## config.mk

```make
export PLATFORM = sky130hd
export DESIGN_NAME = cmvn_sqrt
export DESIGN_NICKNAME = d
export VERILOG_FILES = /design/src/cmvn_pkg.sv /design/src/cmvn_sqrt.sv
export SDC_FILE = /design/constraint.sdc
export NUM_CORES = 1
export LEC_CHECK = 0
export ABC_AREA = 1
export BUFFER_PORTS_ARGS = -buffer_cell sky130_fd_sc_hd__buf_2
export CAP_MARGIN = 20
export CORE_MARGIN = 2
export CORE_UTILIZATION = 45
export CTS_BUF_LIST = sky130_fd_sc_hd__clkbuf_8
export CTS_CLUSTER_DIAMETER = 80
export CTS_CLUSTER_SIZE = 10
export DETAILED_ROUTE_END_ITERATION = 8
export GPL_ROUTABILITY_DRIVEN = 0
export GPL_TIMING_DRIVEN = 0
export PLACE_DENSITY = 0.6
export REMOVE_ABC_BUFFERS = 1
export SLEW_MARGIN = 30
export SYNTH_ARGS = -nofsm -noshare
export SYNTH_HDL_FRONTEND = slang
export SYNTH_SLANG_ARGS = --single-unit
```

## constraint.sdc

```tcl
create_clock -name i_clk -period 4.5 [get_ports i_clk]
set_input_delay 0.45 -clock i_clk [delete_from_list [all_inputs] [get_ports i_clk]]
set_output_delay 0.45 -clock i_clk [all_outputs]
set_load 0.005 [all_outputs]
```

## src/cmvn_pkg.sv

```systemverilog
// Shared types, constants and helpers for the cepstral mean/variance normalizer.
// No dependencies; every other file refers to it by scoped names.
package cmvn_pkg;

    localparam int DIM_MAX = 64;
    localparam int DIM_W   = (DIM_MAX > 1) ? $clog2(DIM_MAX) : 1;

    localparam int QDEPTH = 4;
    localparam int QW     = $clog2(QDEPTH);

    localparam int DIV_W     = 66;
    localparam int DIV_STEPS = DIV_W / 2;
    localparam int SQRT_STEPS = 32;

    localparam logic [31:0] ONE_COUNT = 32'd4096;
    localparam logic signed [66:0] VAR_CAP = 67'sd140737488355328;
    localparam logic [31:0] M16_MAX = 32'h7FFF_FFFF;

    localparam logic CFG_SCALE_EN = 1'b0;
    localparam logic CFG_REVERSE  = 1'b1;

    typedef enum logic [1:0] {
        K_ACC   = 2'd0,
        K_APPLY = 2'd1,
        K_FAKE  = 2'd2,
        K_CLEAR = 2'd3
    } t_kind;

    typedef enum logic [1:0] {
        ST_OK    = 2'd0,
        ST_LOW   = 2'd1,
        ST_FLOOR = 2'd2
    } t_status;

    typedef struct packed {
        t_kind              kind;
        logic               dim_ok;
        logic [5:0]         dim;
        logic signed [15:0] feature;
        logic [15:0]        weight;
    } t_cmd;

    typedef struct packed {
        logic scale_en;
        logic reverse;
    } t_cfg;

    typedef struct packed {
        logic             start;
        logic [DIV_W-1:0] dividend;
        logic [31:0]      divisor;
    } t_div_req;

    // Sign and magnitude to saturated Q8.8.
    function automatic logic [15:0] sat16(input logic neg, input logic [DIV_W-1:0] mag);
        logic [15:0] res;
        if (neg) begin
            if (mag > DIV_W'(32768)) res = 16'h8000;
            else                     res = 16'(~mag[15:0] + 16'd1);
        end else begin
            if (mag > DIV_W'(32767)) res = 16'h7FFF;
            else                     res = mag[15:0];
        end
        return res;
    endfunction

endpackage

```

## src/cmvn_sqrt.sv

```systemverilog
// Digit-by-digit integer square root of a 64-bit value, one root bit a cycle.
// Depends on cmvn_pkg.
module cmvn_sqrt (
    input  logic        i_clk,
    input  logic        i_rst_n,
    input  logic        i_start,
    input  logic [63:0] i_value,
    output logic        o_busy,
    output logic        o_done,
    output logic [31:0] o_root
);

    logic [63:0] r_v;
    logic [31:0] r_root;
    logic [33:0] r_rem;
    logic [5:0]  r_cnt;
    logic        r_busy, r_done;

    logic [35:0] rem_s, trial;
    logic        ge;

    always_comb begin
        rem_s = {r_rem, r_v[63:62]};
        trial = {2'b00, r_root, 2'b01};
        ge    = (rem_s >= trial);
    end

    always_ff @(posedge i_clk) begin
        if (i_start) begin
            r_v    <= i_value;
            r_root <= '0;
            r_rem  <= '0;
        end else if (r_busy) begin
            r_v    <= {r_v[61:0], 2'b00};
            r_root <= {r_root[30:0], ge};
            r_rem  <= ge ? 34'(rem_s - trial) : rem_s[33:0];
        end
    end

    always_ff @(posedge i_clk) begin
        if (!i_rst_n) begin
            r_busy <= 1'b0;
            r_done <= 1'b0;
            r_cnt  <= '0;
        end else begin
            r_done <= 1'b0;
            if (i_start) begin
                r_busy <= 1'b1;
                r_cnt  <= 6'(cmvn_pkg::SQRT_STEPS - 1);
            end else if (r_busy) begin
                if (r_cnt == '0) begin
                    r_busy <= 1'b0;
                    r_done <= 1'b1;
                end else begin
                    r_cnt <= r_cnt - 1'b1;
                end
            end
        end
    end

    assign o_busy = r_busy;
    assign o_done = r_done;
    assign o_root = r_root;

endmodule

```

==> impl_results.md, run 1 <==
* Status: completed
* Part of the power in combinational logic at roughly two thirds
* Synth cell count leaders: nand2_1 (503), inv_1 (191), nor2_1 (80), dfxtp_1 (74)
* Gate Count Post-Synth at roughly 1200
* Clk buf depth at 2
* Reg2reg path depth at 16
* RR Startpoint: o_root[20]
* Synthesis-stage register bit count at around 140
* Vias per cell at 4.96
* Asr flop ratio synth at 0%
* R2r endpoint: r_rem[26]
* CTS Buf Count at 17
* Count of final max-slew check failures at 0
* Final setup vio count at 0
* Largest cells by area after synthesis: edfxtp_1 (23%), nand2_1 (22%), dfxtp_1 (17%), inv_1 (8.4%), ha_1 (5.2%)
* Int Power at ~3.7 mW
* Drt first pass iters at 5
* Die X at approximately 140 um
* IO buf count at 100
* Post-Route WL at 21.2 mm
* Register area share after synthesis at about two fifths
* TritonCTS clock tree: yes
* Cts hold-fix bufs at 0
* P per Cell Area at 839 nW/um^2
* Clk root buf: clkbuf_8
* Worst slack, placed at roughly 960 ps
* DIE HEIGHT at approximately 140 um
* Ys flop type: dfxtp_1
* Clk_lat worst skew at ~470 ps
* Total negative setup slack at 0 ps
* Yosys warnings at 0
* Critical path endpoint category: flip-flop
* VDD IR max at ~0.47 mV
* Power Total at ~8.1 mW
* Post-route ant nets at 0
* Core footprint at between 15000 and 20000 um^2
* Crit-path max FO at 33
* GRT Util Overall at 22.4%
* Critical Path Sink: r_rem[26]
* Num Clock Sinks at 138
* Placed cell area at ~9200 um^2
* Clock skew at just under 20 ps
* First-pass GRT wire length at 35.9 mm
* Final Hold Vio Count at 0
* DP HPWL at 15.4 mm
* Initial antenna violation count at 0
* Setup ws final at just under 900 ps
* Final #Nets at approximately 1400
* F_max at between 200 and 300 MHz
* CP startpoint kind: flip-flop
* Aggregate global routing overflow at 0
* Unrepaired setup endpoints after global routing: false
* Cell variety after synth at 36
* Crit path time final at 3620 ps
* Full die area at 20000 um^2
* Sw power at ~4.4 mW
* Fin crit share at 80.5%
* Drt drc at 0
* # rows at 50
* DR vias at approximately 7800
* CTS clock-pin slew for the worst setup and hold paths at 90 ps
* Post-cts sizing count at 0
* Crit path launch: o_root[20]
* Slew @ Worst Pin at between 800 and 900 ps
* Sequential share of power at about a fifth
* Initial core utilization at 45.6%
* Synth Area per Inst at ~6.8 um^2
* Min-Delay Path Class: in2reg
* Static Leak at ~5 nW
* Post-synth EDFFs at between 60 and 70
* Worst EP required at 4820 ps
* Yosys top cell by area: edfxtp_1
* DR WL/cell at approximately 14 um
* Switching Share at a little over half
* # H-tree levels at 4
* Crit Path Class: reg2reg
* 1st-iter DRT viols at between 400 and 500
* R2R setup slack at roughly 900 ps
* Util after Layout at approximately 52%
* Ant diodes at 0
* Area grow syn2layout at 13.2%
* Largest net degree at the start of global routing at 77
* Number of global-route vias before repair at 7440
* Top-area cell type share of the netlist area at around 23%
* Layout cells sized above 1 at 12.7%
* Design Area, Final at 9620 um^2
* Clk network pwr share at between 10 and 15%
* Post-CTS setup buffer count at 0
* Synthesized cell area at 8500 um^2
* CP arrival at between 3000 and 4000 ps
* Ports at between 100 and 150
* Maxcap violations at 0
* Relative slew slack at between 30% and 40%
* Most frequent cell after synthesis: nand2_1
-- through the flow --
step	hold slack [ps]	cells
CTS	206	1568
detailed placement	466	1536
floorplan	445	1198
finish	239	1568
global route	219	1568
global placement	454	1532
-- power groups by stage --
stage               logic (mW)  clock network [mW]  registers [mW]
floorplan                 3.95                   0            1.61
global placement          5.24                   0            1.65
detailed placement        5.28                   0            1.64
CTS                       5.31                1.15            1.61
global route              6.03                1.20            1.64
finish                    5.33                1.12            1.62
-- metal layers --
| metal | share of wire (%) | global-route usage (%) | wire (um) |
|---|---|---|---|
| met1 | 48 | 29.8 | 10100 |
| met2 | 46 | 36.4 | 9670 |
| met3 | 5.0 | 4.76 | 1070 |
| met4 | 1.6 | 7.16 | 343 |
| met5 | 0 | 0 | 0 |
-- layout by cell type (no fill, tap or decap), types with 28 or more instances in the layout --
master	Yosys	routed
a21oi_1	28	28
buf_2	10	99
dfxtp_1	74	73
edfxtp_1	64	64
ha_1	35	35
inv_1	191	190
nand2_1	503	502
nand3_1	64	64
nand4_1	42	42
nor2_1	80	80
o22ai_1	31	31
-- final cells by class --
cell class	count	area, um^2
clock inverters	15	189
multi-input cells	867	4180
inverters	193	728
fillers	1931	9020
flip-flops and latches	138	3410
well taps	234	293
repair buffers	104	583
clock buffers	17	234
-- how the worst min path moves through the flow --
stage / startpoint / endpoint / depth (start not counted)
detailed placement: r_cnt[0] / r_cnt[0] / 2
CTS: i_value[0] / r_v[0] / 3
global placement: r_cnt[0] / r_cnt[0] / 2
floorplan: r_cnt[0] / r_cnt[0] / 2
finish: i_value[1] / r_v[1] / 3
global route: i_value[0] / r_v[0] / 3
-- worst max-delay path: stages, from the launching register on --
cell and delay, ps:
dfxtp_1 360, inv_1 100, ha_1 400, nand2_2 150, inv_2 50, nand2_1 60, nand2_1 80, nand2_1 70
nand2_1 60, nand2_1 60, nand2_1 80, nor2_4 720, nand2_2 690, nand2_4 380, nor2_1 80, nor2_1 100
nor2_1 40
-- cells by family (layout without fill, tap and decap cells) --
logic type	after synthesis	after routing	synth area share, %
xor+xnor	15	15	1.55
flops	138	138	40.1
fa+ha+maj	35	35	5.15
simple gates	733	733	36.7
buf+inv	236	329	10.9
compound gates	84	84	5.70
-- sequential cells by signal (all words and copies together) (netlist names) --
name,flops
o_busy,1
o_done,1
o_root,32
r_cnt,6
r_rem,34
r_v,64
Note: power is estimated with default switching activity, not from simulation.
==> run 2, diff against run 1 <==
--- a/config.mk
+++ b/config.mk
@@ -16,7 +16,7 @@
 export DETAILED_ROUTE_END_ITERATION = 8
 export GPL_ROUTABILITY_DRIVEN = 0
 export GPL_TIMING_DRIVEN = 0
-export PLACE_DENSITY = 0.6
+export PLACE_DENSITY = 0.63
 export REMOVE_ABC_BUFFERS = 1
 export SLEW_MARGIN = 30
 export SYNTH_ARGS = -nofsm -noshare
==> constraint.sdc (replaced) <==
create_clock -name i_clk -period 2.9 [get_ports i_clk]
set_input_delay 0.29 -clock i_clk [delete_from_list [all_inputs] [get_ports i_clk]]
set_output_delay 0.29 -clock i_clk [all_outputs]
set_load 0.005 [all_outputs]
==> impl_results.md, run 2 (synthesis results as in run 1) <==
* DR vias at 7910 (+1.7%)
* Worst EP required at 3060 ps (-1760 ps)
* Final setup vio count at 0 (unchanged)
* Post-Route WL at 22.0 mm (+3.7%)
* F_max at 385 MHz (+40%)
* DP HPWL at 15.3 mm (-0.96%)
* Clk buf depth at 2 (unchanged)
* Register area at 3410 um^2 (unchanged)
* Initial antenna violation count at 0 (unchanged)
* CTS Buf Count at 17 (unchanged)
* Area grow syn2layout at 14.3%
* Total negative setup slack at 0 ps (unchanged)
* CP arrival at 2750 ps (-1190 ps)
* Drt first pass iters at 5 (unchanged)
* Count of final max-slew check failures at 0 (unchanged)
* # rows at 50 (unchanged)
* Hold Crit Start: i_value[1]
* R2r endpoint: r_v[32]
* Unrepaired setup endpoints after global routing: false
* Largest net degree at the start of global routing at 77 (unchanged)
* Status: completed
* IO buf count at 100 (unchanged)
* Drt drc at 0 (unchanged)
* Number of global-route vias before repair at 7431 (-0.12%)
* Critical Path Max Stage Delay at 600 ps (-120 ps)
* Layout cells sized above 1 at 13.3% (+0.60 points)
* Slew @ Worst Pin at 815 ps (-84.4 ps)
* Worst slack, placed at -628 ps (-1590 ps)
* Crit-path max FO at 48 (+45%)
* Core footprint at 18600 um^2 (unchanged)
* Final Hold Vio Count at 0 (unchanged)
* RR Startpoint: o_busy
* Placed cell area at 9200 um^2 (about the same)
* Crit path time final at 2600 ps (-1030 ps)
* Most frequent cells in the layout: nand2_1 (502), inv_1 (189), buf_2 (99), nor2_1 (80), dfxtp_1 (73)
* Setup ws final at 304 ps (-574 ps)
* First-pass GRT wire length at 35.4 mm (-1.4%)
* Ports at 101 (unchanged)
* Num Clock Sinks at 138 (unchanged)
* Initial core utilization at 45.6% (unchanged)
* Post-route ant nets at 0 (unchanged)
* Ant diodes at 0 (unchanged)
* Crit Path Class: reg2reg
* Hold_ws at 69.4 ps (-170 ps)
* Reg2reg path depth at 4 (-12)
* CP startpoint kind: flip-flop
* GRT Util Overall at 22.1% (-0.27 points)
* Fill cells at 1947 (+0.83%)
* Die X at 141 um (unchanged)
* DIE HEIGHT at 141 um (unchanged)
* Reg with most FFs: r_v
* Clk root buf: clkbuf_8
* Critical path endpoint category: flip-flop
* Design Area, Final at 9710 um^2 (+0.96%)
* Fin crit share at 89.5% (+9.0 points)
* Worst hold stages at 3 (unchanged)
* # H-tree levels at 4 (unchanged)
* Relative slew slack at 45.6% (+5.8 points)
* Clock skew at 22.5 ps (+3.11 ps)
* Commonest non-fill, non-tap cell in the layout: nand2_1
* Critical Path, Cell by Cell: clkinv_2 -> nand2_4 -> buf_16 -> buf_12
* Area of the multi-input gates at 4230 um^2 (+1.1%)
* Slowest cell on crit path: dfxtp_4
* 1st-iter DRT viols at 406 (-12%)
* Final #Nets at 1431 (+0.56%)
* Maxcap violations at 0 (unchanged)
* Hold Path End: r_v[1]
* Max FFs per register at 64 (unchanged)
* Cts hold-fix bufs at 0 (unchanged)
* Crit path launch: o_busy
* Clk_lat worst skew at 470 ps (about the same)
* Vias per cell at 5.02 (+1.2%)
* TritonCTS clock tree: yes
* Full die area at 20000 um^2 (unchanged)
* CTS clock-pin slew for the worst setup and hold paths at 110 ps (+20 ps)
* DR WL/cell at 14.0 um (+3.2%)
* Aggregate global routing overflow at 0 (unchanged)
* Min-Delay Path Class: in2reg
* R2R setup slack at 300 ps (-570 ps)
run 2: changes by cell type in the layout (fill, tap and decap cells not counted):
cell / change
clkinv_4: +2
inv_8: +2
inv_1: -1
clkinv_2: -1
nor2_4: +1
nand2_2: -1
clkinvlp_4: -2
buf_16: +1
nand2_8: +1
bufinv_16: -2
nand2_4: +1
buf_4: +4
clkinv_8: +2
nand3_2: +1
run 2: per-stage QoR:
step	instances	util, %
global placement	1532	48.8
detailed placement	1536	49.4
floorplan	1198	-
finish	1576	52.1
CTS	1569	51.7
global route	1576	52.1
run 2: area by class of cell:
| class | count | share of cell area (%) |
|---|---|---|
| Clock buffer | 17 | 2.41 |
| Clock inverter | 15 | 1.83 |
| Inverter | 193 | 7.50 |
| Multi-Input combinational cell | 870 | 43.6 |
| Sequential cell | 138 | 35.1 |
| Tap cell | 234 | 3.02 |
| Timing Repair Buffer | 109 | 6.60 |
run 2: repair_timing:
| item | in CTS | in global routing |
|---|---|---|
| gates cloned | 1 | 2 |
| pin swaps | 1 | 2 |
| setup endpoints to repair | 35 | 35 |
| gates resized for setup | 2 | 1 |
| buffers inserted | 0 | 5 |
run 2: metal layers:
metal / part of all wire [%] / GRT usage [%] / up-vias
li1: - / - / 4109
met1: 46 / 28.8 / 3570
met2: 46 / 36.7 / 209
met3: 6.7 / 5.53 / 22
met4: 1.2 / 6.05 / 0
met5: 0 / 0 / -
run 2: worst max-delay path by stage:
stage | endpoint | slack, ps | cells past startpoint
6_report | r_v[32] | 300 | 4
5_1_grt | r_rem[10] | 90 | 13
4_1_cts | r_rem[25] | 30 | 16
3_5_place_dp | r_rem[26] | -630 | 16
3_3_place_gp | r_v[31] | -5100 | 3
2_1_floorplan | r_v[0] | -2360 | 2
run 2: critical path: cells and delay by family (launching register included):
kind	cells	cell delay (ps)
buffers and inverters	3	1120
flip-flops	1	600
AND/OR/NAND/NOR	1	530
Power of run 2 is left out: the tool's default activity adds up to more than one toggle a clock period on the data nets, which glitch-free logic cannot reach.
