File: src/cmvn_pkg.sv
// Shared types, constants and helpers for the cepstral mean/variance normalizer.
// No dependencies; every other file refers to it by scoped names.
package cmvn_pkg;

    localparam int DIM_MAX = 64;
    localparam int DIM_W   = (DIM_MAX > 1) ? $clog2(DIM_MAX) : 1;

    localparam int QDEPTH = 4;
    localparam int QW     = $clog2(QDEPTH);

    localparam int DIV_W     = 66;
    localparam int DIV_STEPS = DIV_W / 2;
    localparam int SQRT_STEPS = 32;

    localparam logic [31:0] ONE_COUNT = 32'd4096;
    localparam logic signed [66:0] VAR_CAP = 67'sd140737488355328;
    localparam logic [31:0] M16_MAX = 32'h7FFF_FFFF;

    localparam logic CFG_SCALE_EN = 1'b0;
    localparam logic CFG_REVERSE  = 1'b1;

    typedef enum logic [1:0] {
        K_ACC   = 2'd0,
        K_APPLY = 2'd1,
        K_FAKE  = 2'd2,
        K_CLEAR = 2'd3
    } t_kind;

    typedef enum logic [1:0] {
        ST_OK    = 2'd0,
        ST_LOW   = 2'd1,
        ST_FLOOR = 2'd2
    } t_status;

    typedef struct packed {
        t_kind              kind;
        logic               dim_ok;
        logic [5:0]         dim;
        logic signed [15:0] feature;
        logic [15:0]        weight;
    } t_cmd;

    typedef struct packed {
        logic scale_en;
        logic reverse;
    } t_cfg;

    typedef struct packed {
        logic             start;
        logic [DIV_W-1:0] dividend;
        logic [31:0]      divisor;
    } t_div_req;

    // Sign and magnitude to saturated Q8.8.
    function automatic logic [15:0] sat16(input logic neg, input logic [DIV_W-1:0] mag);
        logic [15:0] res;
        if (neg) begin
            if (mag > DIV_W'(32768)) res = 16'h8000;
            else                     res = 16'(~mag[15:0] + 16'd1);
        end else begin
            if (mag > DIV_W'(32767)) res = 16'h7FFF;
            else                     res = mag[15:0];
        end
        return res;
    endfunction

endpackage

File: src/cmvn_div.sv
// Radix-4 restoring divider, 66-bit dividend by 32-bit divisor, two bits a cycle.
// Depends on cmvn_pkg.
module cmvn_div (
    input  logic                          i_clk,
    input  logic                          i_rst_n,
    input  cmvn_pkg::t_div_req            i_req,
    output logic                          o_busy,
    output logic                          o_done,
    output logic [cmvn_pkg::DIV_W-1:0]    o_quot
);

    logic [cmvn_pkg::DIV_W-1:0] r_dq;
    logic [31:0] r_rem, r_div;
    logic [5:0]  r_cnt;
    logic        r_busy, r_done;

    logic [32:0] t1, t2;
    logic        ge1, ge2;
    logic [31:0] rem1, rem2;

    always_comb begin
        t1   = {r_rem, r_dq[cmvn_pkg::DIV_W-1]};
        ge1  = (t1 >= {1'b0, r_div});
        rem1 = ge1 ? 32'(t1 - {1'b0, r_div}) : t1[31:0];
        t2   = {rem1, r_dq[cmvn_pkg::DIV_W-2]};
        ge2  = (t2 >= {1'b0, r_div});
        rem2 = ge2 ? 32'(t2 - {1'b0, r_div}) : t2[31:0];
    end

    always_ff @(posedge i_clk) begin
        if (i_req.start) begin
            r_dq  <= i_req.dividend;
            r_rem <= '0;
            r_div <= i_req.divisor;
        end else if (r_busy) begin
            r_dq  <= {r_dq[cmvn_pkg::DIV_W-3:0], ge1, ge2};
            r_rem <= rem2;
        end
    end

    always_ff @(posedge i_clk) begin
        if (!i_rst_n) begin
            r_busy <= 1'b0;
            r_done <= 1'b0;
            r_cnt  <= '0;
        end else begin
            r_done <= 1'b0;
            if (i_req.start) begin
                r_busy <= 1'b1;
                r_cnt  <= 6'(cmvn_pkg::DIV_STEPS - 1);
            end else if (r_busy) begin
                if (r_cnt == '0) begin
                    r_busy <= 1'b0;
                    r_done <= 1'b1;
                end else begin
                    r_cnt <= r_cnt - 1'b1;
                end
            end
        end
    end

    assign o_busy = r_busy;
    assign o_done = r_done;
    assign o_quot = r_dq;

endmodule

File: config.mk
export PLATFORM = sky130hd
export DESIGN_NAME = cmvn_div
export DESIGN_NICKNAME = d
export VERILOG_FILES = /design/src/cmvn_pkg.sv /design/src/cmvn_div.sv
export SDC_FILE = /design/constraint.sdc
export NUM_CORES = 1
export LEC_CHECK = 0
export ABC_AREA = 1
export BUFFER_PORTS_ARGS = -buffer_cell sky130_fd_sc_hd__buf_2
export CORE_UTILIZATION = 58
export DETAILED_ROUTE_END_ITERATION = 7
export GPL_TIMING_DRIVEN = 0
export PLACE_DENSITY = 0.82
export SYNTH_ARGS = -nofsm -noshare
export SYNTH_HDL_FRONTEND = slang
export SYNTH_SLANG_ARGS = --single-unit
File: constraint.sdc
create_clock -name i_clk -period 7.9 [get_ports i_clk]
set_clock_uncertainty 0.05 [all_clocks]
set_input_delay 0.79 -clock i_clk [delete_from_list [all_inputs] [get_ports i_clk]]
set_output_delay 0.79 -clock i_clk [all_outputs]
set_load 0.02 [all_outputs]
==> results of run 1 <==
[kinds of logic (layout without fill, tap and decap cells)]
family / count (synthesis) / count (layout) / synth area share
fa+ha+maj: 68 / 68 / 0.0828
compound gates: 150 / 150 / 0.0799
xor+xnor: 44 / 44 / 0.0369
flops: 138 / 138 / 0.358
buf+inv: 259 / 460 / 0.0991
simple gates: 874 / 874 / 0.343
other cells: 0 / 1 / 0
[report_power, final]
group          internal, mW  leakage, nW  switching, mW  total, mW
logic                 0.124         5.12          0.257      0.381
clock network         0.470        0.283          0.317      0.787
registers             0.840         1.31         0.0299      0.870
[layer usage]
layer / track usage / wire length (um) / vias up
met5: 0 / 0 / -
met4: 0.187 / 1540 / 0
met3: 0.0686 / 2330 / 85
met2: 0.607 / 15300 / 410
met1: 0.425 / 13000 / 4664
li1: - / - / 5259
[sequential cells by signal, summed over array words and instances, names as in the netlist]
name	flops
o_done	1
r_rem	32
r_div	32
r_cnt	6
o_quot	66
o_busy	1
[critical path: stages, from the launching register on]
cell and delay, ns:
edfxtp_1 0.37, inv_1 0.14, ha_1 0.31, nand2_1 0.15, inv_2 0.06, a21oi_2 0.16, nand3_1 0.22, nand2_1 0.20
nand3_2 0.13, nand2_2 0.11, nand2_2 0.11, buf_2 0.21, o21ai_0 0.32, inv_1 0.12, ha_1 0.35, a21oi_1 0.22
o21ai_0 0.16, a21oi_1 0.15, nand2_1 0.17, nand4_1 0.11, nand2_1 0.12, nand2_2 0.23, clkbuf_1 0.36, nand3_1 0.13
nand3_1 0.11, nand2_1 0.06
[path summary, 6_finish.rpt]
path,endpoint,slack [ns],depth (start not counted)
setup / recovery,r_rem[11],2.93,25
hold / removal,r_rem[17],0.42,2
setup reg to reg,r_rem[11],2.93,25
hold reg to reg,r_rem[17],0.42,2
[stage by stage]
step | instances | instance area, um2
after floorplan | 1533 | 10500
after global placement | 1926 | 11600
after detailed placement | 1927 | 11600
after CTS | 1959 | 12200
after global routing | 1960 | 12200
final | 1960 | 12200
[layout by cell type (no fill, tap or decap), drive strengths merged, types with 4 or more instances in the layout]
cell type,synthesis,routed
nand2,632,632
inv,223,226
buf,16,185
nand3,118,118
edfxtp,98,98
nor2,91,91
ha,66,66
a21oi,65,65
o21ai,55,55
clkbuf,20,43
dfxtp,40,40
xnor2,32,32
nand4,12,12
xor2,12,12
nor3,12,12
o21bai,8,8
a31oi,8,8
a21o,6,6
clkinv,0,4
[area by class of cell]
type,instances,area (um2)
Antenna cell,1,2.50
Inverter,223,837
Clock buffer,23,489
Clock inverter,9,87.6
Multi-Input combinational cell,1136,5670
Tap cell,225,282
Fill cell,1540,5240
Sequential cell,138,3740
Timing Repair Buffer,169,861
Buffer,36,199
==> results.toml, run 1 <==
[global_route]
grt_overflow = 0
grt_util_all_layers = 0.357
grt_pass1_wl_mm = 49.9
antenna_found_initial = 1
grt_start_max_net_pins = 47
grt_pass1_vias = 9953

[sta]
setup_ws_ns = 2.93
relSlewSlack = 0.419
fin_crit_sh = 0.629
min_period_ns = 4.97
holdWs_ns = 0.424
finalSetupViolCount = 0
hold_violations = 0
rsz0062_at_grt = "false"
drv_slew = 0
fin_tns_setup_ns = 0
fmax_mhz = 201
tightestPinTransition_ns = 0.868

[logic_synthesis]
synth_cell_type_count = 42
async_reset_ff_frac = 0
synth_fp_nets = 1702
synth-seq-cells = 138
ys_top_cells_by_count = "nand2_1 (624), inv_1 (214), nand3_1 (115)"
synthCells = 1533
yosysMostFrequentCell = "nand2_1"
synth_top_cell_area_share = 0.282
yosys.area.top_type = "edfxtp_1"
ys_seq_area_frac = 0.358
yosysWarnings = 0
synth_top_flop_cell = "edfxtp_1"
synth_area_leaders = "edfxtp_1 (28%), nand2_1 (22%), ha_1 (7.9%)"
synth_edf_count = 98
synth.avg_cell_area_um2 = 6.82
syn_area_um2 = 10500

[worst_hold_path]
hp-class = "reg -> reg"
min_from = "r_rem[17]"

[layout]
final_core_util = 0.699
nets = 1890
area.growth.synth_to_final_pct = 16.5
drive_above_1_share = 0.141

[clock_network]
cts_root_buf = "clkbuf_16"
cts.sinks = 138
clkTransAtPathRegs_ns = 0.06
numCtsBuffers = 17
postCtsHoldBufs = 0
h-tree-depth = 4
insertion_delay_ns = 0.43
cts_tree = "done"
cts_buffer_depth = 2
post-cts-setup-buffer-count = 0
cts_resized = 0

[power_and_ir_drop]
power.total_mw = 2.04
ir_worst_vdd_mv = 0.174
powerDensity_nw_per_um2 = 167
leakage_nw = 6.71

[detailed_routing]
initialDrtViolationCount = 861
wl_mm = 32.1
ant_nets = 0
drc = 0
vias_per_cell = 5.32
wire_per_inst_um = 16.4
dr_total_vias = 10400
first_pass_iters = 5

[worst_setup_path]
end_kind = "register"
r2r_start = "r_div[8]"
worstPathArrival_ns = 5.23
critical_path_class = "reg -> reg"
cp.required_ns = 8.17
path_max_fanout = 10
cp-start-kind = "register"
cp-startpoint = "r_div[8]"

[place]
port_buffers = 168
gp_congestion = 0.923
post-dp-hpwl_mm = 26.5
pre_cts_slack_ns = 3.12

[die]
num_rows = 48
fp.dieW_um = 136
boundaryPins = 169
start_util = 0.600
dieHeight_um = 136
die-area_um2 = 18600
core_area_um2 = 17400

[status]
status = "finished, final reports clean"

[job]
cap_viol_max_count = 0
(Power assumes the default switching activity.)
==> run 2: changes to the inputs <==
--- a/config.mk
+++ b/config.mk
@@ -7,10 +7,10 @@
 export LEC_CHECK = 0
 export ABC_AREA = 1
 export BUFFER_PORTS_ARGS = -buffer_cell sky130_fd_sc_hd__buf_2
-export CORE_UTILIZATION = 58
+export CORE_UTILIZATION = 53
 export DETAILED_ROUTE_END_ITERATION = 7
 export GPL_TIMING_DRIVEN = 0
-export PLACE_DENSITY = 0.82
+export PLACE_DENSITY = 0.79
 export SYNTH_ARGS = -nofsm -noshare
 export SYNTH_HDL_FRONTEND = slang
 export SYNTH_SLANG_ARGS = --single-unit
==> constraint.sdc (replaced) <==
create_clock -name i_clk -period 4.4 [get_ports i_clk]
set_clock_uncertainty 0.05 [all_clocks]
set_input_delay 0.44 -clock i_clk [delete_from_list [all_inputs] [get_ports i_clk]]
set_output_delay 0.44 -clock i_clk [all_outputs]
set_load 0.02 [all_outputs]
==> results.toml, run 2 (synthesis gave the netlist of run 1 again) <==
[layout]
area.growth.synth_to_final_pct = 22.4
final_cell_mix = "nand2_1 (603), inv_1 (205), buf_2 (168)"
nets = 1895
fin_area_um2 = 12800
fillers = 1691
largest_reg_flops = 66
drive_above_1_share = 0.201
final_common_cell = "nand2_1"
final_core_util = 0.673

[worst_hold_path]
hp-class = "in -> reg"
min_path_cells = 1
min_from = "i_req[2]"

[global_route]
grt_overflow = 0
grt_start_max_net_pins = 47
grt_pass1_vias = 9994
grt_util_all_layers = 0.327
antenna_found_initial = 3
grt_pass1_wl_mm = 50.6

[clock_network]
cts.sinks = 138
clkTransAtPathRegs_ns = 0.07
numCtsBuffers = 17
cts_tree = "done"
postCtsHoldBufs = 0
cts_root_buf = "clkbuf_16"
cts_buffer_depth = 2
h-tree-depth = 4
insertion_delay_ns = 0.43

[worst_setup_path]
worstRegToRegCells = 27
worstPathArrival_ns = 4.46
rr_endpoint = "r_rem[14]"
r2r_start = "r_div[12]"
crit_path_end = "r_rem[14]"
cp.required_ns = 4.67
cp-start-kind = "register"
ff2ff_setup_slack_ns = 0.21
cp-startpoint = "r_div[12]"
path_max_fanout = 10
end_kind = "register"
critical_path_class = "reg -> reg"

[detailed_routing]
dr_total_vias = 10500
first_pass_iters = 5
ant_nets = 0
wl_mm = 32.6
drc = 0
wire_per_inst_um = 16.3
vias_per_cell = 5.25
initialDrtViolationCount = 848

[sta]
tightestPinTransition_ns = 0.824
finalSetupViolCount = 0
rsz0062_at_grt = "true"
min_period_ns = 4.19
hold_violations = 0
fin_crit_sh = 0.953
fmax_mhz = 239
relSlewSlack = 0.448
drv_slew = 0

[power_and_ir_drop]
powerDensity_nw_per_um2 = 290
leakage_nw = 6.77
ir_worst_vdd_mv = 0.233

[die]
die-area_um2 = 20300
fp.dieW_um = 142
num_rows = 50
start_util = 0.550
dieHeight_um = 142
core_area_um2 = 19000
boundaryPins = 169

[status]
status = "finished, final reports clean"

[place]
port_buffers = 168
place_area_um2 = 11600
post-dp-hpwl_mm = 25.9
gp_congestion = 0.952

[job]
cap_viol_max_count = 0
[run 2: changes by cell type in the layout (fill, tap and decap cells not counted), moves of 5 or more]
| cell | previous run | this run |
|---|---|---|
| a21oi_1 | 61 | 56 |
| nand2_1 | 624 | 603 |
| nand2_2 | 8 | 26 |
| o21ai_2 | 0 | 16 |
| ha_1 | 66 | 37 |
| inv_2 | 10 | 18 |
| o21ai_0 | 44 | 27 |
| nor2_4 | 1 | 6 |
| nor2_1 | 86 | 76 |
| ha_4 | 0 | 15 |
| inv_1 | 213 | 205 |
| ha_2 | 0 | 14 |
| nor2_2 | 3 | 8 |
[run 2: timing repair]
item                                    4_1_cts  5_1_grt
pin swaps                                     0        5
setup buffers                                 0        5
endpoints found under the setup margin       33       33
gates resized for setup                      27      121
[run 2: area by class of cell]
class | instances | area, um2 | area share
Inverter | 223 | 837 | 0.0654
Antenna cell | 2 | 5.00 | 0.000391
Timing Repair Buffer | 174 | 898 | 0.0702
Multi-Input combinational cell | 1136 | 6190 | 0.484
Sequential cell | 138 | 3740 | 0.293
Buffer | 36 | 226 | 0.0177
Clock inverter | 14 | 136 | 0.0107
Clock buffer | 18 | 429 | 0.0335
Tap cell | 260 | 325 | 0.0254
[run 2: layer usage]
| metal | global-route usage | routed length [um] |
|---|---|---|
| met5 | 0 | 0 |
| met4 | 0.120 | 1030 |
| met3 | 0.0582 | 2630 |
| met2 | 0.567 | 15800 |
| met1 | 0.406 | 13200 |
[run 2: worst min path at each step]
stage	endpoint	slack, ns
detailed placement	r_rem[12]	0.41
floorplan	r_rem[10]	0.40
finish	r_div[2]	0.13
global route	r_div[30]	0.13
global placement	r_rem[9]	0.41
CTS	r_div[2]	0.13
[run 2: power by group]
part | switching (mW) | internal [mW] | total [mW]
sequential | 0.0542 | 1.51 | 1.56
clock | 0.620 | 0.790 | 1.41
combinational | 0.490 | 0.248 | 0.738
[run 2: through the flow]
| step | total power, mW | setup WS, ns | hold slack (ns) | instances | setup TNS [ns] |
|---|---|---|---|---|---|
| finish | 3.71 | 0.207 | 0.131 | 2001 | 0 |
| global route | 3.84 | -0.0554 | 0.129 | 2001 | -0.591 |
| CTS | 3.65 | 0.00231 | 0.130 | 1994 | 0 |
| detailed placement | 2.26 | -0.288 | 0.413 | 1962 | -7.41 |
| global placement | 2.25 | -0.239 | 0.412 | 1961 | -6.12 |
| floorplan | 2.01 | 0.704 | 0.396 | 1533 | 0 |
[run 2: worst max-delay path, cell delays in order (launching register included)]
cell      delay, ns
edfxtp_1       0.38
inv_2          0.14
ha_2           0.33
nand2_1        0.08
nand2_1        0.09
inv_1          0.07
nand2_1        0.08
nand2_1        0.07
nand2_1        0.06
nand2_2        0.11
nand3_4        0.12
nand2_2        0.12
nand2_4        0.09
buf_4          0.20
o21ai_2        0.17
inv_1          0.06
ha_1           0.33
a21oi_1        0.32
o21ai_2        0.12
a21oi_1        0.17
nand2_2        0.12
nand4_1        0.10
nand2_2        0.08
nand2_4        0.13
clkbuf_2       0.23
nand3_1        0.11
nand3_1        0.09
nand2_1        0.06
==> run 3: changes to the inputs <==
--- a/config.mk
+++ b/config.mk
@@ -5,12 +5,12 @@
 export SDC_FILE = /design/constraint.sdc
 export NUM_CORES = 1
 export LEC_CHECK = 0
-export ABC_AREA = 1
+export ABC_AREA = 0
 export BUFFER_PORTS_ARGS = -buffer_cell sky130_fd_sc_hd__buf_2
-export CORE_UTILIZATION = 53
+export CORE_UTILIZATION = 52
 export DETAILED_ROUTE_END_ITERATION = 7
 export GPL_TIMING_DRIVEN = 0
-export PLACE_DENSITY = 0.79
+export PLACE_DENSITY = 0.78
 export SYNTH_ARGS = -nofsm -noshare
 export SYNTH_HDL_FRONTEND = slang
 export SYNTH_SLANG_ARGS = --single-unit
==> results.toml, run 3 <==
[status]
status = "complete, but fails checks"
violations = "setup timing"

[detailed_routing]
ant_nets = 0
dr_total_vias = 8572
initialDrtViolationCount = 466
wire_per_inst_um = 19.9
wl_mm = 28.2
vias_per_cell = 6.05
first_pass_iters = 5
drc = 0

[place]
post-dp-hpwl_mm = 20.1
port_buffers = 168
gp_congestion = 0.904
place_area_um2 = 11100
pre_cts_slack_ns = -1.77
placed_cells = 1345

[logic_synthesis]
yosysWarnings = 0
synthCells = 948
synth_top_cell_area_share = 0.301
synth_top_flop_cell = "edfxtp_1"
ys_top_cells_by_count = "edfxtp_1 (98), mux2_2 (79), nor2_1 (67)"
synth_edf_count = 98
syn_area_um2 = 9770
yosysMostFrequentCell = "edfxtp_1"
ys_seq_area_frac = 0.383
async_reset_ff_frac = 0
yosys.area.top_type = "edfxtp_1"
synth_fp_nets = 1117
synth_area_leaders = "edfxtp_1 (30%), mux2_2 (9.1%), ha_1 (8.4%)"
synth.avg_cell_area_um2 = 10.3
synth-seq-cells = 138
synth_cell_type_count = 77

[global_route]
antenna_found_initial = 0
use_met1 = 0.342
grt_overflow = 0
grt_pass1_vias = 8749
met2_usage = 0.514
grt_pass1_wl_mm = 44.4
grt.met3_usage = 0.0694
grt_start_max_net_pins = 67
busiest_layer = "met2"
grt_util_all_layers = 0.291

[worst_setup_path]
ff2ff_setup_slack_ns = -1.07
worstPathArrival_ns = 5.76
end_kind = "register"
cp.required_ns = 4.69
critical_path_class = "reg -> reg"
cp-start-kind = "register"
r2r_start = "r_div[4]"
path_max_fanout = 8
worstRegToRegCells = 25
rr_endpoint = "r_rem[5]"

[die]
dieHeight_um = 139
fp.dieW_um = 139
start_util = 0.537
boundaryPins = 169
core_area_um2 = 18200
num_rows = 49
die-area_um2 = 19300

[sta]
rsz0062_at_grt = "true"
fin_crit_sh = 1.24
min_period_ns = 5.47
holdWs_ns = 0.124
hold_violations = 0
drv_slew = 0
fmax_mhz = 183
tightestPinTransition_ns = 0.909
setup_ws_ns = -1.07
relSlewSlack = 0.394
finalSetupViolCount = 33

[clock_network]
cts_root_buf = "clkbuf_16"
numCtsBuffers = 17
postCtsHoldBufs = 0
cts_buffer_depth = 2
cts_tree = "done"
h-tree-depth = 4
cts.sinks = 138
insertion_delay_ns = 0.44
clkTransAtPathRegs_ns = 0.07

[layout]
largest_reg_flops = 66
area.growth.synth_to_final_pct = 29.3
final_common_cell = "buf_2"
fin_area_um2 = 12600
final_cell_mix = "buf_2 (170), edfxtp_1 (98), mux2_2 (78)"
stdcell_count = 1416
nets = 1343
antenna_cells = 0
drive_above_1_share = 0.427
fillers = 1301

[power_and_ir_drop]
powerDensity_nw_per_um2 = 543
leakage_nw = 5.22
power.total_mw = 6.86
ir_worst_vdd_mv = 0.344

[job]
cap_viol_max_count = 0

[worst_hold_path]
hold_end = "r_div[20]"
min_from = "i_req[20]"
hp-class = "in -> reg"
min_path_cells = 1
## run 3: changes by cell type after synthesis, sizes merged, moves of 12 or more
cell	delta
inv	-166
a311oi	+30
a21o	+22
mux2	+93
nand3	-76
nand2	-583
nor3	+12
nor2	-23
## run 3: layer usage
| layer | share of wire | vias to the layer above | wire length [um] |
|---|---|---|---|
| met2 | 0.50 | 376 | 14100 |
| met3 | 0.073 | 59 | 2050 |
| met4 | 0.025 | 0 | 703 |
| met1 | 0.40 | 4108 | 11400 |
| li1 | - | 4029 | - |
| met5 | 0 | - | 0 |
## run 3: logic make-up after synthesis
kind of cell,share of synthesized area
buffers and inverters,0.0484
adders and majority gates,0.0886
DFF,0.383
xor gates and xnor gates,0.0492
AOI/OAI and AO/OA,0.200
and+or+nand+nor,0.116
muxes,0.115
## run 3: through the flow
step | TNS (ns) | util
finish | -33.57 | 0.694
global route | -39.69 | 0.694
CTS | -31.92 | 0.681
detailed placement | -54.73 | 0.609
global placement | -51.20 | 0.609
floorplan | -20.62 | -
## run 3: what timing repair did
| item | in CTS | in global routing |
|---|---|---|
| endpoints found under the setup margin | 33 | 33 |
| cloned | 1 | 1 |
| endpoints found under the hold margin | 0 | 0 |
| setup buffers | 33 | 13 |
| resized for setup | 83 | 39 |
| pin swaps | 42 | 20 |
## run 3: cell type report
class	count	area [um2]	area share
Clock inverter	15	191	0.0151
Buffer	35	278	0.0220
Timing Repair Buffer	216	1220	0.0967
Sequential cell	138	3740	0.296
Inverter	57	214	0.0169
Multi-Input combinational cell	709	6280	0.497
Clock buffer	17	425	0.0337
Tap cell	229	287	0.0227
## run 3: critical path: stages (launching register included)
cell      delay (ns)
edfxtp_1        0.39
inv_2           0.09
ha_4            0.21
a21o_1          0.21
a31oi_4         0.19
a31o_4          0.22
a211oi_4        0.09
o311ai_4        0.28
a21oi_2         0.13
or3_4           0.48
buf_12          0.18
mux2_4          0.32
ha_4            0.23
a21o_1          0.18
a21o_1          0.19
a221oi_2        0.25
o21ai_2         0.11
a22o_1          0.24
a211oi_2        0.21
o211ai_1        0.16
buf_4           0.17
a21oi_4         0.15
buf_12          0.16
buf_8           0.13
nand3_2         0.09
a311oi_2        0.27
## run 3: report_power, final
part	internal (mW)	switching, mW	total [mW]
Combinational	1.66	2.03	3.69
Clock	0.780	0.725	1.50
Sequential	1.56	0.109	1.67
Total	4.00	2.86	6.86
## run 3: worst max path at each step
stage | cells past startpoint | slack (ns) | endpoint | from
2_1_floorplan | 24 | -0.65 | r_rem[11] | o_quot[65]
3_3_place_gp | 23 | -1.66 | r_rem[23] | o_quot[65]
3_5_place_dp | 23 | -1.77 | r_rem[15] | o_quot[65]
4_1_cts | 26 | -1.01 | r_rem[5] | r_div[4]
5_1_grt | 25 | -1.28 | r_rem[23] | r_div[14]
6_report | 25 | -1.07 | r_rem[5] | r_div[4]
